$ cat src/design/kst_pkg.sv
// kst_pkg: shared types and constants of the key set table.
// Request and status codes, field widths and default sizes.
// No dependencies; compiled first.
`timescale 1ns / 1ps
`default_nettype none

package kst_pkg;

  // Default table geometry
  localparam int CAPACITY_DEF = 16;
  localparam int KEY_BITS_DEF = 32;

  // Fixed payload widths
  localparam int REQ_W    = 2;
  localparam int KEY_W    = 32;
  localparam int STATUS_W = 3;
  localparam int COUNT_W  = 5;

  typedef enum logic [REQ_W-1:0] {
    REQ_ADD    = 2'd0,
    REQ_REMOVE = 2'd1,
    REQ_LOOKUP = 2'd2
  } req_t;

  typedef enum logic [STATUS_W-1:0] {
    ST_ADDED    = 3'd0,
    ST_PRESENT  = 3'd1,
    ST_REMOVED  = 3'd2,
    ST_NOTFOUND = 3'd3,
    ST_FULL     = 3'd4,
    ST_FOUND    = 3'd5
  } status_t;

  // Finished request handed from the sequencer to the output stage
  typedef struct packed {
    logic    fire;
    status_t status;
  } done_t;

endpackage : kst_pkg

`default_nettype wire

$ cat src/design/kst_if.sv
// kst_req_if / kst_rsp_if: valid/ready channels of the key set table.
// Depends on kst_pkg for payload widths.
`timescale 1ns / 1ps
`default_nettype none

interface kst_req_if;
  import kst_pkg::*;
  logic                    valid;
  logic                    ready;
  logic [REQ_W-1:0]        req_type;
  logic signed [KEY_W-1:0] key;

  modport source (output valid, output req_type, output key, input ready);
  modport sink   (input valid, input req_type, input key, output ready);
endinterface : kst_req_if

interface kst_rsp_if;
  import kst_pkg::*;
  logic                valid;
  logic                ready;
  logic [STATUS_W-1:0] status;
  logic [COUNT_W-1:0]  member_count;

  modport source (output valid, output status, output member_count, input ready);
  modport sink   (input valid, input status, input member_count, output ready);
endinterface : kst_rsp_if

`default_nettype wire

$ cat src/design/kst_ram.sv
// kst_ram: generic simple dual-port RAM, one write and one registered read.
// No dependencies.
`timescale 1ns / 1ps
`default_nettype none

module kst_ram #(
  parameter int WIDTH = 32,
  parameter int DEPTH = 16,
  localparam int AW   = (DEPTH > 1) ? $clog2(DEPTH) : 1
) (
  input  wire logic             clk,
  input  wire logic             wr_en,
  input  wire logic [AW-1:0]    wr_addr,
  input  wire logic [WIDTH-1:0] wr_data,
  input  wire logic             rd_en,
  input  wire logic [AW-1:0]    rd_addr,
  output logic      [WIDTH-1:0] rd_data
);

  logic [WIDTH-1:0] mem [DEPTH];
  logic [WIDTH-1:0] rd_data_r;

  always_ff @(posedge clk) begin
    if (wr_en) begin
      mem[wr_addr] <= wr_data;
    end
    if (rd_en) begin
      rd_data_r <= mem[rd_addr];
    end
  end

  assign rd_data = rd_data_r;

endmodule : kst_ram

`default_nettype wire

$ cat src/design/kst_ctrl.sv
// kst_ctrl: sequencer of the key set table. Clears the valid marks after
// reset, then scans the table one slot a cycle with a single compare unit
// and applies the add/remove. Depends on kst_pkg; drives two kst_ram ports.
`timescale 1ns / 1ps
`default_nettype none

module kst_ctrl #(
  parameter int CAPACITY = kst_pkg::CAPACITY_DEF,
  parameter int KEY_BITS = kst_pkg::KEY_BITS_DEF,
  localparam int IDX_W   = (CAPACITY > 1) ? $clog2(CAPACITY) : 1,
  localparam int CNT_W   = $clog2(CAPACITY + 1)
) (
  input  wire logic                          clk,
  input  wire logic                          rst_n,
  // request side
  input  wire logic                          in_valid,
  output logic                               in_ready,
  input  wire logic [kst_pkg::REQ_W-1:0]     in_req_type,
  input  wire logic signed [kst_pkg::KEY_W-1:0] in_key,
  // output stage
  input  wire logic                          slot_free,
  output kst_pkg::done_t                     done,
  output logic [CNT_W-1:0]                   count,
  // key store
  output logic                               key_we,
  output logic [IDX_W-1:0]                   key_waddr,
  output logic [KEY_BITS-1:0]                key_wdata,
  input  wire logic [KEY_BITS-1:0]           key_rdata,
  // valid marks
  output logic                               vld_we,
  output logic [IDX_W-1:0]                   vld_waddr,
  output logic                               vld_wdata,
  input  wire logic                          vld_rdata,
  // shared read port address
  output logic                               rd_en,
  output logic [IDX_W-1:0]                   rd_addr
);
  import kst_pkg::*;

  typedef enum logic [5:0] {
    S_CLEAR  = 6'b000001,
    S_IDLE   = 6'b000010,
    S_SCAN   = 6'b000100,
    S_LAST   = 6'b001000,
    S_UPDATE = 6'b010000,
    S_DONE   = 6'b100000
  } state_t;

  state_t            state_r, state_nxt;
  logic [KEY_BITS-1:0] key_r;
  logic [REQ_W-1:0]  req_r;
  logic [IDX_W:0]    scan_idx_r;
  logic              cmp_pend_r;
  logic [IDX_W-1:0]  cmp_idx_r;
  logic              hit_r, free_r;
  logic [IDX_W-1:0]  hit_idx_r, free_idx_r;
  logic [IDX_W-1:0]  clr_idx_r;
  status_t           status_r;
  logic [CNT_W-1:0]  count_r;

  logic              accept;
  logic              scan_end;
  logic              clr_end;
  logic              add_ok, rm_ok;
  logic              match, empty;
  logic [63:0]       key_ext;
  status_t           status_nxt;

  assign accept   = in_valid && in_ready;
  assign in_ready = (state_r == S_IDLE);
  assign scan_end = (scan_idx_r == (IDX_W + 1)'(CAPACITY - 1));
  assign clr_end  = (clr_idx_r == IDX_W'(CAPACITY - 1));
  // the input key is sign-extended to KEY_BITS (truncated if KEY_BITS < KEY_W)
  assign key_ext  = {{(64 - KEY_W){in_key[KEY_W-1]}}, in_key};

  // shared compare unit, one slot per cycle
  assign match = vld_rdata && (key_rdata == key_r);
  assign empty = !vld_rdata;

  assign add_ok = (req_r == REQ_ADD) && !hit_r && free_r;
  assign rm_ok  = (req_r == REQ_REMOVE) && hit_r;

  always_comb begin
    priority if (req_r == REQ_ADD) begin
      status_nxt = hit_r ? ST_PRESENT : (free_r ? ST_ADDED : ST_FULL);
    end else if (req_r == REQ_REMOVE) begin
      status_nxt = hit_r ? ST_REMOVED : ST_NOTFOUND;
    end else begin
      status_nxt = hit_r ? ST_FOUND : ST_NOTFOUND;
    end
  end

  always_comb begin
    state_nxt = state_r;
    unique case (state_r)
      S_CLEAR:  if (clr_end) state_nxt = S_IDLE;
      S_IDLE:   if (accept) state_nxt = S_SCAN;
      S_SCAN:   if (scan_end) state_nxt = S_LAST;
      S_LAST:   state_nxt = S_UPDATE;
      S_UPDATE: state_nxt = S_DONE;
      S_DONE:   if (slot_free) state_nxt = S_IDLE;
      default:  state_nxt = S_CLEAR;
    endcase
  end

  always_ff @(posedge clk) begin
    if (!rst_n) begin
      state_r    <= S_CLEAR;
      clr_idx_r  <= '0;
      cmp_pend_r <= 1'b0;
      count_r    <= '0;
    end else begin
      state_r    <= state_nxt;
      cmp_pend_r <= (state_r == S_SCAN);
      if (state_r == S_CLEAR) begin
        clr_idx_r <= clr_idx_r + IDX_W'(1);
      end
      if (state_r == S_UPDATE) begin
        if (add_ok) begin
          count_r <= count_r + CNT_W'(1);
        end else if (rm_ok) begin
          count_r <= count_r - CNT_W'(1);
        end
      end
    end
  end

  // datapath registers, no reset needed
  always_ff @(posedge clk) begin
    if (accept) begin
      key_r      <= key_ext[KEY_BITS-1:0];
      req_r      <= in_req_type;
      scan_idx_r <= '0;
      hit_r      <= 1'b0;
      free_r     <= 1'b0;
    end else begin
      if (state_r == S_SCAN) begin
        scan_idx_r <= scan_idx_r + (IDX_W + 1)'(1);
        cmp_idx_r  <= scan_idx_r[IDX_W-1:0];
      end
      // first match and lowest free slot win
      if (cmp_pend_r) begin
        if (match && !hit_r) begin
          hit_r     <= 1'b1;
          hit_idx_r <= cmp_idx_r;
        end
        if (empty && !free_r) begin
          free_r     <= 1'b1;
          free_idx_r <= cmp_idx_r;
        end
      end
    end
    if (state_r == S_UPDATE) begin
      status_r <= status_nxt;
    end
  end

  assign rd_en   = (state_r == S_SCAN);
  assign rd_addr = scan_idx_r[IDX_W-1:0];

  assign key_we    = (state_r == S_UPDATE) && add_ok;
  assign key_waddr = free_idx_r;
  assign key_wdata = key_r;

  assign vld_we    = (state_r == S_CLEAR) || ((state_r == S_UPDATE) && (add_ok || rm_ok));
  assign vld_waddr = (state_r == S_CLEAR) ? clr_idx_r : (add_ok ? free_idx_r : hit_idx_r);
  assign vld_wdata = (state_r == S_UPDATE) && add_ok;

  assign done.fire   = (state_r == S_DONE) && slot_free;
  assign done.status = status_r;
  assign count       = count_r;

endmodule : kst_ctrl

`default_nettype wire

$ cat src/design/key_set_table_top.sv
// Key set table: holds up to CAPACITY distinct signed keys.
// Request channel in_ch carries req_type (0 add, 1 remove, 2 look up; 3 acts
// as a look up) and key. Response channel out_ch returns one status per
// request plus the member count after it, in request order.
// After reset the block runs a clearing pass over the valid marks of all
// CAPACITY slots; in_ch.ready stays low meanwhile.
// A request is worked on alone: it is taken in IDLE, the table is scanned one
// slot a cycle through the registered read port of the slot memories, then
// S_LAST finishes the last compare, S_UPDATE applies the update and S_DONE
// loads the response register once the output slot is free. The next
// request can be taken only after the sequencer is back in IDLE.
// The response sits in an output register; the next request is accepted and
// scanned while it waits. If the receiver still stalls when that request is
// done, the sequencer holds its result and takes no further request.
// Depends on kst_pkg, kst_if, kst_ram and kst_ctrl.
`timescale 1ns / 1ps
`default_nettype none

module key_set_table_top #(
  parameter int CAPACITY = kst_pkg::CAPACITY_DEF,
  parameter int KEY_BITS = kst_pkg::KEY_BITS_DEF
) (
  input  wire logic  clk,
  input  wire logic  rst_n,
  kst_req_if.sink    in_ch,
  kst_rsp_if.source  out_ch
);
  import kst_pkg::*;

  localparam int IDX_W = (CAPACITY > 1) ? $clog2(CAPACITY) : 1;
  localparam int CNT_W = $clog2(CAPACITY + 1);

  done_t               done;
  logic [CNT_W-1:0]    count;
  logic                slot_free;
  logic                key_we, vld_we, vld_wdata, vld_rdata, rd_en;
  logic [IDX_W-1:0]    key_waddr, vld_waddr, rd_addr;
  logic [KEY_BITS-1:0] key_wdata, key_rdata;
  logic [CNT_W+COUNT_W-1:0] count_ext;

  logic                out_valid_r;
  status_t             out_status_r;
  logic [COUNT_W-1:0]  out_count_r;

  assign slot_free = !out_valid_r || out_ch.ready;
  // count reported modulo 2^COUNT_W
  assign count_ext = {{COUNT_W{1'b0}}, count};

  kst_ctrl #(
    .CAPACITY (CAPACITY),
    .KEY_BITS (KEY_BITS)
  ) u_ctrl (
    .clk         (clk),
    .rst_n       (rst_n),
    .in_valid    (in_ch.valid),
    .in_ready    (in_ch.ready),
    .in_req_type (in_ch.req_type),
    .in_key      (in_ch.key),
    .slot_free   (slot_free),
    .done        (done),
    .count       (count),
    .key_we      (key_we),
    .key_waddr   (key_waddr),
    .key_wdata   (key_wdata),
    .key_rdata   (key_rdata),
    .vld_we      (vld_we),
    .vld_waddr   (vld_waddr),
    .vld_wdata   (vld_wdata),
    .vld_rdata   (vld_rdata),
    .rd_en       (rd_en),
    .rd_addr     (rd_addr)
  );

  kst_ram #(
    .WIDTH (KEY_BITS),
    .DEPTH (CAPACITY)
  ) u_key_ram (
    .clk     (clk),
    .wr_en   (key_we),
    .wr_addr (key_waddr),
    .wr_data (key_wdata),
    .rd_en   (rd_en),
    .rd_addr (rd_addr),
    .rd_data (key_rdata)
  );

  kst_ram #(
    .WIDTH (1),
    .DEPTH (CAPACITY)
  ) u_vld_ram (
    .clk     (clk),
    .wr_en   (vld_we),
    .wr_addr (vld_waddr),
    .wr_data (vld_wdata),
    .rd_en   (rd_en),
    .rd_addr (rd_addr),
    .rd_data (vld_rdata)
  );

  always_ff @(posedge clk) begin
    if (!rst_n) begin
      out_valid_r <= 1'b0;
    end else if (done.fire) begin
      out_valid_r <= 1'b1;
    end else if (out_ch.ready) begin
      out_valid_r <= 1'b0;
    end
  end

  always_ff @(posedge clk) begin
    if (done.fire) begin
      out_status_r <= done.status;
      out_count_r  <= count_ext[COUNT_W-1:0];
    end
  end

  assign out_ch.valid        = out_valid_r;
  assign out_ch.status       = out_status_r;
  assign out_ch.member_count = out_count_r;

endmodule : key_set_table_top

`default_nettype wire

$ cat src/flat_wrapper.sv
// flat-port wrapper written by rule: the top's interface ports become plain ports
module key_set_table_top_flat import kst_pkg::*;
#(
  parameter int CAPACITY = kst_pkg::CAPACITY_DEF,
  parameter int KEY_BITS = kst_pkg::KEY_BITS_DEF
)
  (clk, rst_n, in_ch_valid, in_ch_req_type, in_ch_key, in_ch_ready, out_ch_valid, out_ch_status, out_ch_member_count, out_ch_ready);
  kst_req_if in_ch_i ();
  kst_rsp_if out_ch_i ();
  input  wire logic clk;
  input  wire logic rst_n;
  input wire logic [$bits(in_ch_i.valid)-1:0] in_ch_valid;
  input wire logic [$bits(in_ch_i.req_type)-1:0] in_ch_req_type;
  input wire logic [$bits(in_ch_i.key)-1:0] in_ch_key;
  output wire logic [$bits(in_ch_i.ready)-1:0] in_ch_ready;
  output wire logic [$bits(out_ch_i.valid)-1:0] out_ch_valid;
  output wire logic [$bits(out_ch_i.status)-1:0] out_ch_status;
  output wire logic [$bits(out_ch_i.member_count)-1:0] out_ch_member_count;
  input wire logic [$bits(out_ch_i.ready)-1:0] out_ch_ready;
  assign in_ch_i.valid = in_ch_valid;
  assign in_ch_i.req_type = in_ch_req_type;
  assign in_ch_i.key = in_ch_key;
  assign in_ch_ready = in_ch_i.ready;
  assign out_ch_valid = out_ch_i.valid;
  assign out_ch_status = out_ch_i.status;
  assign out_ch_member_count = out_ch_i.member_count;
  assign out_ch_i.ready = out_ch_ready;
  key_set_table_top #(.CAPACITY(CAPACITY), .KEY_BITS(KEY_BITS)) u_core (.clk(clk), .rst_n(rst_n), .in_ch(in_ch_i), .out_ch(out_ch_i));
endmodule
$ cat config.mk
export PLATFORM = sky130hd
export DESIGN_NAME = key_set_table_top_flat
export DESIGN_NICKNAME = d
export VERILOG_FILES = /design/src/design/kst_pkg.sv /design/src/design/kst_if.sv /design/src/design/kst_ram.sv /design/src/design/kst_ctrl.sv /design/src/design/key_set_table_top.sv /design/src/flat_wrapper.sv
export SDC_FILE = /design/constraint.sdc
export NUM_CORES = 1
export LEC_CHECK = 0
export ABC_AREA = 1
export BUFFER_PORTS_ARGS = -buffer_cell sky130_fd_sc_hd__buf_2
export CAP_MARGIN = 20
export CORE_ASPECT_RATIO = 0.5
export CORE_MARGIN = 2
export CORE_UTILIZATION = 55
export CTS_CLUSTER_SIZE = 16
export DETAILED_ROUTE_END_ITERATION = 8
export PLACE_DENSITY = 0.75
export REMOVE_ABC_BUFFERS = 1
export SLEW_MARGIN = 20
export SYNTH_ARGS = -nofsm -noshare
export SYNTH_HDL_FRONTEND = slang
export SYNTH_HIERARCHICAL = 1
export SYNTH_SLANG_ARGS = --single-unit
$ cat constraint.sdc
create_clock -name clk -period 6.6 [get_ports clk]
set_clock_uncertainty 0.2 [all_clocks]
set_input_delay 1.32 -clock clk [delete_from_list [all_inputs] [get_ports clk]]
set_output_delay 1.32 -clock clk [all_outputs]
set_load 0.05 [all_outputs]
==> out/qor_table.md, run 1 <==
| Metric | Value |
| --- | --- |
| Run status | finished, final reports clean |
| Register-to-Register Path Depth | 6 |
| Worst Hold Launch | u_core/u_ctrl/status_r[1]$_SDFFCE_PN0P_ |
| Commonest cells in the synthesized netlist | 784 x nand2_1, 618 x edfxtp_1, 464 x inv_1 |
| Number of antenna violations at the first check in global routing | 0 |
| First-pass GRT wire length | 100000 um |
| Clk pwr share | 0.291 |
| Clock tree from TritonCTS | yes |
| All-layer global routing usage | 0.2500 |
| Cts-stage hold buffer count | 0 |
| Busiest layer in global routing | met2 |
| Std cell rows | 58 |
| Via count normalized by instance count | 5.490 |
| Number of synthesized flops with an enable pin | 618 |
| Deepest clock path buffer count | 3 |
| Clock buffers created by TritonCTS | 54 |
| Clock insertion delay at the later pin of the skew report | 0.61 ns |
| Final layout net count | 2699 |
| Number of remaining DRC errors | 0 |
| DRC marker count from the first detailed-route iteration | 2444 |
| Clock slew seen by the registers of the worst setup and hold paths | 0.07 ns |
| Distinct cell type count of the synthesized netlist | 44 |
| Critical Path End Type | flip-flop |
| Global route total overflow | 0 |
| Critical path startpoint category | flip-flop |
| Psw | 0.003594 W |
| Count of final setup violators | 0 |
| Port buffer count | 47 |
| Post-synth ARST share | 0 |
| Setup Buffers After CTS | 0 |
| Vias in the first global route | 17.83k |
| Post-layout minimum cycle time | 3.744 ns |
| Worst hold slack | 0.2204 ns |
| Number of cells upsized or downsized after cts | 0 |
| Max-slew headroom | 0.2985 |
| HPWL after detailed placement | 35380 um |
| Top area cells in the synthesized netlist | edfxtp_1 67%, nand2_1 11%, nand3_1 7.5% |
| Maximum achievable frequency | 267.1 MHz |
| Boundary Pins | 48 |
| Share of the cycle needed by the critical path after routing | 0.5673 |
| Via total after detailed routing | 18.60k |
| Sequential area share after synthesis | 0.6830 |
| Final Slew Violations | 0 |
| Die footprint | 52610 sq um |
| Power Dens Cells | 351.3 nW/um^2 |
| Arrival time reported for the critical path endpoint | 3.80 ns |
| Global-route track usage on met2 | 0.3961 |
| Yosys warns | 6 |
| Yosys top cell by area | edfxtp_1 |
| Leak | 12.64 nW |
| Combinational power share | 0.262 |
| Antenna diode count | 0 |
| Transition time at the pin with the least slew margin | 1.052 ns |
| WP data required | 6.65 ns |
| Crit. Startpoint | u_core/u_ctrl/req_r[1]$_DFFE_PP_ |
| Total length of routed wires | 64770 um |
| Switching share of power | 0.3380 |
| Maxcap violations | 0 |
| RSZ-0062 raised after global routing | false |
| Worst voltage drop across the vdd grid | 0.0003512 V |
| Cell Int Power | 0.007039 W |
| Met1 routing resource usage after global routing | 0.3619 |
| Share of Yosys cell area claimed by the top area cell type | 0.6658 |
| Width of the die | 322.4 um |
| Pin count of the biggest net entering global routing | 153 |
| Peak fanout along the critical path | 20 |
| Cell count of the worst hold path | 0 |
| Core box area | 50150 sq um |
| Placed instance count | 3288 |
| HP Class | flip-flop to flip-flop |
| Power share of the sequential group | 0.447 |
| Most common cell in the synthesized netlist | nand2_1 |
| Met3 Track Usage GR | 0.04563 |
| Origin of the critical flop-to-flop path | u_core/u_ctrl/req_r[1]$_DFFE_PP_ |
| Routability cong. | 0.9092 |
| Final Hold Vio Count | 0 |
| Seq cells post-synth | 642 |
| Post-Synthesis Cells | 2631 |
| Maximum level of the CTS H-tree | 2 |
| Count of fill cells added during filler insertion | 3824 |
| Kind of critical path | flip-flop to flip-flop |
| Share of cells above drive strength 1 | 0.08565 |
| Post-route setup TNS | 0 ns |
| Primary flip-flop cell chosen by synthesis mapping | edfxtp_1 |
| Die Height | 163.2 um |
| # clock sinks | 642 |
| Synthesis-to-layout area growth | 8.569% |
| Cell area after synthesis | 27870 sq um |
| Starting utilization of the core area | 0.5558 |
| Mean routed wirelength per cell | 19.12 um |
| Average cell area after synthesis | 10.59 sq um |
| Finished Layout Cells | 3387 |
| Buffer type at the clock tree root | clkbuf_16 |
| DR pass1 iterations | 6 |
| Antenna Violating Nets Remaining | 0 |
## sequential cells by signal (all words and copies together), names as in the netlist
name	cells
u_core/u_key_ram/mem	512
u_core/u_ctrl/key_wdata	32
u_core/u_key_ram/rd_data	32
u_core/u_vld_ram/mem	16
u_core/u_ctrl/state_r	6
u_core/out_ch.member_count	5
u_core/u_ctrl/count	5
u_core/u_ctrl/scan_idx_r	5
u_core/u_ctrl/clr_idx_r	4
u_core/u_ctrl/cmp_idx_r	4
u_core/u_ctrl/hit_idx_r	4
u_core/u_ctrl/key_waddr	4
u_core/out_ch.status	3
u_core/u_ctrl/status_r	3
u_core/u_ctrl/req_r	2
u_core/out_ch.valid	1
u_core/u_ctrl/cmp_pend_r	1
u_core/u_ctrl/free_r	1
u_core/u_ctrl/hit_r	1
u_core/u_vld_ram/rd_data	1
## cell families (layout without fill, tap and decap cells)
group           after synthesis  in the layout  share of synthesized area
mux                           1              1                  0.0003591
xor+xnor                     11             11                   0.003456
flops                       642            642                     0.6830
compound gates               34             34                   0.006868
fa+ha+maj                     7              7                   0.003142
buf+inv                     591            657                    0.09297
simple gates               1345           1345                     0.2102
## cell usage in the layout (no fill, tap or decap), types with 10 or more instances in the layout
master     count
nand2_1      784
edfxtp_1     618
inv_1        462
nand3_1      420
clkbuf_16     54
buf_2         47
nor2_1        38
buf_4         31
dfxtp_1       20
nor2_4        20
nor3_1        20
or2_2         18
nand4_1       18
a21oi_1       16
clkinv_1      15
clkbuf_1      14
inv_2         11
clkinv_2      10
## critical path, cell delays in order, from the launching register on
cell      delay (ns)
edfxtp_1        0.45
nor2_4          0.17
nand3_4         0.20
nor2_2          0.67
nand2_1         0.41
nor2_4          0.78
buf_4           0.50
## cell type report
cell class	count	area [sq um]	area share
multi-input cells	1398	6366	0.2104
clock inverters	31	266.5	0.008807
clock buffers	68	1404	0.04639
well taps	690	863.3	0.02853
flip-flops and latches	642	19050	0.6295
repair buffers	80	499.2	0.01650
inverters	478	1812	0.05987
## final timing paths
| kind | to | slack, ns |
|---|---|---|
| max | u_core/u_key_ram/mem[3][13]$_DFFE_PP_ | 2.86 |
| min | u_core/out_ch.status[1]$_DFFE_PP_ | 0.22 |
| max reg2reg | u_core/u_key_ram/mem[3][13]$_DFFE_PP_ | 2.86 |
| min reg2reg | u_core/out_ch.status[1]$_DFFE_PP_ | 0.22 |
## layer usage
layer / wire, um / share of wire
met2: 29650 / 0.46
met5: 0 / 0
met1: 26550 / 0.41
met4: 1173 / 0.018
met3: 7394 / 0.11
## power by group through the flow
stage	clock network (W)	registers (W)	logic, W
after detailed placement	0	0.00484	0.00272
final	0.00309	0.00475	0.00279
after CTS	0.00312	0.00475	0.00275
after global routing	0.00327	0.00477	0.00309
after floorplan	0	0.00496	0.00192
after global placement	0	0.00484	0.00266
## per-stage QoR
step	setup WS [ns]	area, sq um	total power (W)	util
after floorplan	-1.344	27090	0.006881	-
after global placement	2.649	28580	0.007494	0.5700
after detailed placement	2.946	28590	0.007563	0.5701
after CTS	2.934	30260	0.01062	0.6034
after global routing	2.693	30260	0.01113	0.6035
final	2.856	30260	0.01063	0.6035
No activity file was read; power rests on OpenSTA's default activity.
==> run 2: changes to the inputs <==
--- a/config.mk
+++ b/config.mk
@@ -13,7 +13,7 @@
 export CORE_UTILIZATION = 55
 export CTS_CLUSTER_SIZE = 16
 export DETAILED_ROUTE_END_ITERATION = 8
-export PLACE_DENSITY = 0.75
+export PLACE_DENSITY = 0.78
 export REMOVE_ABC_BUFFERS = 1
 export SLEW_MARGIN = 20
 export SYNTH_ARGS = -nofsm -noshare
==> constraint.sdc (replaced) <==
create_clock -name clk -period 3.05 [get_ports clk]
set_clock_uncertainty 0.2 [all_clocks]
set_input_delay 0.61 -clock clk [delete_from_list [all_inputs] [get_ports clk]]
set_output_delay 0.61 -clock clk [all_outputs]
set_load 0.05 [all_outputs]
==> run 2 against run 1 <==
Largest cell class unchanged; wire length increased by 9.2%; critical path type unchanged; sequential cell count unchanged; maximum frequency increased by 33%; cell area increased by 3.0%; sequential share of layout area decreased by 1.8 points; largest power group unchanged; worst setup slack got worse by 2.6 ns.
==> out/qor_table.md, run 2 (synthesized netlist as in run 1, its figures left out) <==
| Metric | Value |
| --- | --- |
| Run status | finished, final reports clean |
| Port buffer count | 47 |
| Largest register by flop count | u_core/u_key_ram/mem |
| Share of the cycle needed by the critical path after routing | 0.9201 |
| Clock buffers created by TritonCTS | 54 |
| Post-route cell area | 31170 sq um |
| Clock insertion delay at the later pin of the skew report | 0.62 ns |
| Commonest non-fill, non-tap cell in the layout | nand2_1 |
| Width of the die | 322.4 um |
| Met3 Track Usage GR | 0.09895 |
| Number of antenna violations at the first check in global routing | 2 |
| HP Class | primary input to flip-flop |
| Deepest clock path buffer count | 3 |
| Final layout net count | 2785 |
| Boundary Pins | 48 |
| Buffer type at the clock tree root | clkbuf_16 |
| Power Dens Cells | 773.8 nW/um^2 |
| WP data required | 3.12 ns |
| Final Hold Vio Count | 0 |
| Power, Total | 0.02412 W |
| Post-layout minimum cycle time | 2.806 ns |
| Leading cell types in the layout, fill and taps excluded | 784 x nand2_1, 618 x edfxtp_1, 462 x inv_1 |
| Worst hold slack | 0.01578 ns |
| Global-route track usage on met2 | 0.4014 |
| DR pass1 iterations | 6 |
| Maxcap violations | 0 |
| Chain of cells forming the critical path | nor2_4, nand3_4, nor2_1, buf_4, nand3_1, nor2_4, buf_4 |
| Share of cells above drive strength 1 | 0.1063 |
| Clock slew seen by the registers of the worst setup and hold paths | 0.06 ns |
| Synthesis-to-layout area growth | 11.82% |
| Total length of routed wires | 70730 um |
| Maximum level of the CTS H-tree | 2 |
| Core box area | 50150 sq um |
| Final Slew Violations | 0 |
| Clock tree from TritonCTS | yes |
| Setup Buffers After CTS | 0 |
| Arrival time reported for the critical path endpoint | 2.87 ns |
| Peak fanout along the critical path | 22 |
| Via count normalized by instance count | 5.507 |
| Number of cells upsized or downsized after cts | 0 |
| Pin count of the biggest net entering global routing | 110 |
| Number of remaining DRC errors | 0 |
| Worst-path cell with the longest stage delay | edfxtp_1 |
| DRC marker count from the first detailed-route iteration | 2718 |
| Worst voltage drop across the vdd grid | 0.0008225 V |
| Largest incremental delay on the critical path | 0.46 ns |
| Transition time at the pin with the least slew margin | 0.9035 ns |
| Std cell rows | 58 |
| Maximum achievable frequency | 356.3 MHz |
| # clock sinks | 642 |
| All-layer global routing usage | 0.2708 |
| HPWL after detailed placement | 45010 um |
| Final worst setup slack | 0.2436 ns |
| Max-slew headroom | 0.3976 |
| Routability cong. | 0.9346 |
| Starting utilization of the core area | 0.5558 |
| Placed Instance Area | 29120 sq um |
| Busiest layer in global routing | met2 |
| Placement-stage worst setup slack | 0.3475 ns |
| Met1 routing resource usage after global routing | 0.3805 |
| Via total after detailed routing | 19.15k |
| Critical Path End Type | flip-flop |
| Die Height | 163.2 um |
| Die footprint | 52610 sq um |
| Leak | 13.11 nW |
| Antenna Violating Nets Remaining | 0 |
| Vias in the first global route | 18.46k |
| Critical path startpoint category | flip-flop |
| Mean routed wirelength per cell | 20.34 um |
| Max reg flops | 512 |
| Count of fill cells added during filler insertion | 3693 |
| Cts-stage hold buffer count | 30 |
| Kind of critical path | flip-flop to flip-flop |
| Global route total overflow | 0 |
| RSZ-0062 raised after global routing | false |
| First-pass GRT wire length | 106000 um |
| Count of final setup violators | 0 |
| Post-route setup TNS | 0 ns |
==> run 2: cell types whose count changed in the layout (fill, tap and decap cells not counted), moves of 2 or more <==
cell | previous run | this run
clkbuf_1 | 14 | 7
clkinv_1 | 15 | 13
buf_4 | 31 | 77
inv_6 | 1 | 3
buf_12 | 1 | 11
diode_2 | 0 | 2
clkinvlp_4 | 1 | 4
clkinv_2 | 10 | 14
dlygate4sd3_1 | 0 | 31
==> run 2: path summary, 6_finish.rpt <==
check	startpoint	endpoint	slack, ns	depth (start not counted)
worst max-delay path	u_core/u_ctrl/req_r[1]$_DFFE_PP_	u_core/u_key_ram/mem[15][28]$_DFFE_PP_	0.24	7
worst min-delay path	in_ch_key[31]	u_core/u_ctrl/key_wdata[31]$_DFFE_PP_	0.02	1
worst min register to register	u_core/u_ctrl/status_r[2]$_DFFE_PP_	u_core/out_ch.status[2]$_DFFE_PP_	0.22	0
worst max register to register	u_core/u_ctrl/req_r[1]$_DFFE_PP_	u_core/u_key_ram/mem[15][28]$_DFFE_PP_	0.24	7
==> run 2: worst max-delay path, delay by kind of cell, from the launching register on <==
kind / cells / cell delay (ns)
buffers and inverters: 2 / 0.66
AND/OR/NAND/NOR: 5 / 1.14
flip-flops: 1 / 0.46
==> run 2: layout make-up <==
class	instances	area (sq um)	share of cell area
timing repair buffer	166	1344	0.04311
tap	690	863.3	0.02770
inverter	478	1812	0.05813
clock inverter	40	352.8	0.01132
antenna	2	5.005	0.0001606
multi-input combinational	1398	6364	0.2042
clock buffer	61	1378	0.04420
sequential	642	19050	0.6112
==> run 2: layer usage <==
layer	up-vias	routed length (um)
li1	8789	-
met1	9033	27530
met2	1205	30700
met3	120	11120
met4	0	1388
met5	-	0
==> run 2: metrics by stage <==
stage | utilization | std cells
CTS | 0.6213 | 3474
detailed placement | 0.5808 | 3343
floorplan | - | 2518
global route | 0.6215 | 3475
finish | 0.6216 | 3477
global placement | 0.5808 | 3343
==> run 2: power by group <==
group / switching [W] / total [W] / leakage (nW) / internal, W
clock: 0.00322 / 0.00685 / 0.845 / 0.00363
sequential: 0.000253 / 0.0101 / 5.76 / 0.00987
combinational: 0.00518 / 0.00715 / 6.50 / 0.00197
==> run 3: changes to the inputs <==
--- a/config.mk
+++ b/config.mk
@@ -13,8 +13,9 @@
 export CORE_UTILIZATION = 55
 export CTS_CLUSTER_SIZE = 16
 export DETAILED_ROUTE_END_ITERATION = 8
-export PLACE_DENSITY = 0.78
+export PLACE_DENSITY = 0.75
 export REMOVE_ABC_BUFFERS = 1
+export SKIP_LAST_GASP = 1
 export SLEW_MARGIN = 20
 export SYNTH_ARGS = -nofsm -noshare
 export SYNTH_HDL_FRONTEND = slang
==> run 3 against run 2 <==
Worst setup slack improved by 0.26 ns; count of clock-buffer cells in the layout increased by 6; utilization increased by 0.11 points; sequential cell count unchanged; worst hold slack improved by 0.010 ns; critical path type unchanged; largest cell class unchanged.
==> out/qor_table.md, run 3 (synthesized netlist as in run 1, its figures left out) <==
| Metric | Value |
| --- | --- |
| Number of cells upsized or downsized after cts | 0 |
| Crit path buf inv count | 2 |
| Number of antenna violations at the first check in global routing | 3 |
| Clock buffers created by TritonCTS | 55 |
| Commonest non-fill, non-tap cell in the layout | nand2_1 |
| Power, Total | 0.02382 W |
| Port buffer count | 47 |
| Number of remaining DRC errors | 0 |
| Largest register by flop count | u_core/u_key_ram/mem |
| Final layout net count | 2790 |
| Power share of the sequential group | 0.427 |
| Std cell rows | 58 |
| Synthesis-to-layout area growth | 12.03% |
| Arrival time reported for the critical path endpoint | 2.62 ns |
| Via count normalized by instance count | 5.435 |
| Clk pwr share | 0.290 |
| Chain of cells forming the critical path | nor2_4, nand3_4, nor2_1, buf_4, nand2_1, nor2_4, buf_4 |
| Power Dens Cells | 762.7 nW/um^2 |
| Count of fill cells added during filler insertion | 3682 |
| Leading cell types in the layout, fill and taps excluded | 784 x nand2_1, 618 x edfxtp_1, 462 x inv_1 |
| Psw | 0.008117 W |
| Kind of critical path | flip-flop to flip-flop |
| Maximum achievable frequency | 392.1 MHz |
| Final Slew Violations | 0 |
| Worst hold slack | 0.02611 ns |
| Width of the die | 322.4 um |
| Boundary Pins | 48 |
| All-layer global routing usage | 0.2632 |
| Maximum level of the CTS H-tree | 2 |
| # clock sinks | 642 |
| Routability cong. | 0.9281 |
| HPWL after detailed placement | 42740 um |
| Largest incremental delay on the critical path | 0.43 ns |
| Setup Buffers After CTS | 0 |
| Mean routed wirelength per cell | 19.81 um |
| Deepest clock path buffer count | 3 |
| Worst-path cell with the longest stage delay | edfxtp_1 |
| Placed instance count | 3351 |
| HP Class | primary input to flip-flop |
| DRC marker count from the first detailed-route iteration | 2410 |
| Clock slew seen by the registers of the worst setup and hold paths | 0.06 ns |
| Clock insertion delay at the later pin of the skew report | 0.61 ns |
| Max reg flops | 512 |
| Global route total overflow | 0 |
| DR pass1 iterations | 8 |
| Buffer type at the clock tree root | clkbuf_16 |
| Switching share of power | 0.3408 |
| Cts-stage hold buffer count | 26 |
| Critical path startpoint category | flip-flop |
| Critical Path End Type | flip-flop |
| Die footprint | 52610 sq um |
| Finished Layout Cells | 3479 |
| First-pass GRT wire length | 103200 um |
| Worst voltage drop across the vdd grid | 0.0004777 V |
| Max-slew headroom | 0.4776 |
| Pin count of the biggest net entering global routing | 80 |
| Peak fanout along the critical path | 20 |
| Final Hold Vio Count | 0 |
| Starting utilization of the core area | 0.5558 |
| WP data required | 3.12 ns |
| Area taken by flip-flops and latches | 19050 sq um |
| Core utilization of the finished layout | 0.6227 |
| Post-layout minimum cycle time | 2.550 ns |
| Cell Int Power | 0.01570 W |
| Die Height | 163.2 um |
| Via total after detailed routing | 18.91k |
| Critical path's top delay family | simple AND/OR/NAND/NOR gates |
| Total length of routed wires | 68910 um |
| Count of final setup violators | 0 |
| Combinational power share | 0.283 |
| Share of cells above drive strength 1 | 0.1062 |
| Leak | 13.15 nW |
| Clock tree from TritonCTS | yes |
| Transition time at the pin with the least slew margin | 0.7836 ns |
| Core box area | 50150 sq um |
| Antenna Violating Nets Remaining | 0 |
| RSZ-0062 raised after global routing | false |
| Maxcap violations | 0 |
| Run status | finished, final reports clean |
| Multi-input combinational cell area | 6364 sq um |
| Vias in the first global route | 18.09k |
| Share of the cycle needed by the critical path after routing | 0.8362 |
run 3: cell types whose count changed in the layout (fill, tap and decap cells not counted):
cell	previous run	this run
buf_4	77	84
clkbuf_1	7	11
clkinv_2	14	10
clkinvlp_4	4	0
dlygate4sd3_1	31	27
clkinv_1	13	16
clkbuf_16	54	56
inv_6	3	1
buf_12	11	12
bufinv_16	4	5
diode_2	2	1
inv_8	2	1
run 3: metal layers:
layer,up-vias,wire (um),GRT usage
li1,8793,-,-
met4,0,1452,0.07031
met3,110,9900,0.08816
met2,1092,30030,0.3924
met5,-,0,0
met1,8913,27530,0.3720
run 3: worst reg2reg max path, delay by kind of cell (launching register included):
family	cells	cell delay [ns]
and+or+nand+nor	5	0.97
buffers and inverters	2	0.62
DFF	1	0.43
run 3: layout make-up:
class,count,area share
Inverter,478,0.05802
Tap cell,690,0.02765
Multi-Input combinational cell,1398,0.2038
Timing Repair Buffer,170,0.04408
Clock buffer,67,0.04620
Antenna cell,1,0.00008014
Sequential cell,642,0.6101
Clock inverter,33,0.01010
run 3: power by group through the flow:
| stage | logic [W] | clock network [W] | registers [W] |
|---|---|---|---|
| floorplan | 0.00348 | 0 | 0.0106 |
| global placement | 0.00634 | 0 | 0.0103 |
| detailed placement | 0.00650 | 0 | 0.0104 |
| CTS | 0.00659 | 0.00698 | 0.0102 |
| global route | 0.00736 | 0.00734 | 0.0102 |
| finish | 0.00675 | 0.00690 | 0.0102 |
run 3: worst paths after layout:
| path | slack, ns | depth (start not counted) | end | from |
|---|---|---|---|---|
| setup / recovery | 0.50 | 7 | u_core/u_key_ram/mem[0][30]$_DFFE_PP_ | u_core/u_ctrl/req_r[0]$_DFFE_PP_ |
| setup reg to reg | 0.50 | 7 | u_core/u_key_ram/mem[0][30]$_DFFE_PP_ | u_core/u_ctrl/req_r[0]$_DFFE_PP_ |
| hold / removal | 0.03 | 1 | u_core/u_ctrl/req_r[1]$_DFFE_PP_ | in_ch_req_type[1] |
| hold reg to reg | 0.22 | 0 | u_core/out_ch.status[2]$_DFFE_PP_ | u_core/u_ctrl/status_r[2]$_DFFE_PP_ |
run 3: per-stage QoR:
| step | setup TNS (ns) | instance area [sq um] | worst slack [ns] |
|---|---|---|---|
| final | 0 | 31230 | 0.4996 |
| after global routing | 0 | 31220 | 0.3946 |
| after CTS | 0 | 31210 | 0.5177 |
| after detailed placement | 0 | 29200 | 0.5046 |
| after global placement | 0 | 29200 | 0.5649 |
| after floorplan | -453.43 | 27090 | -4.894 |
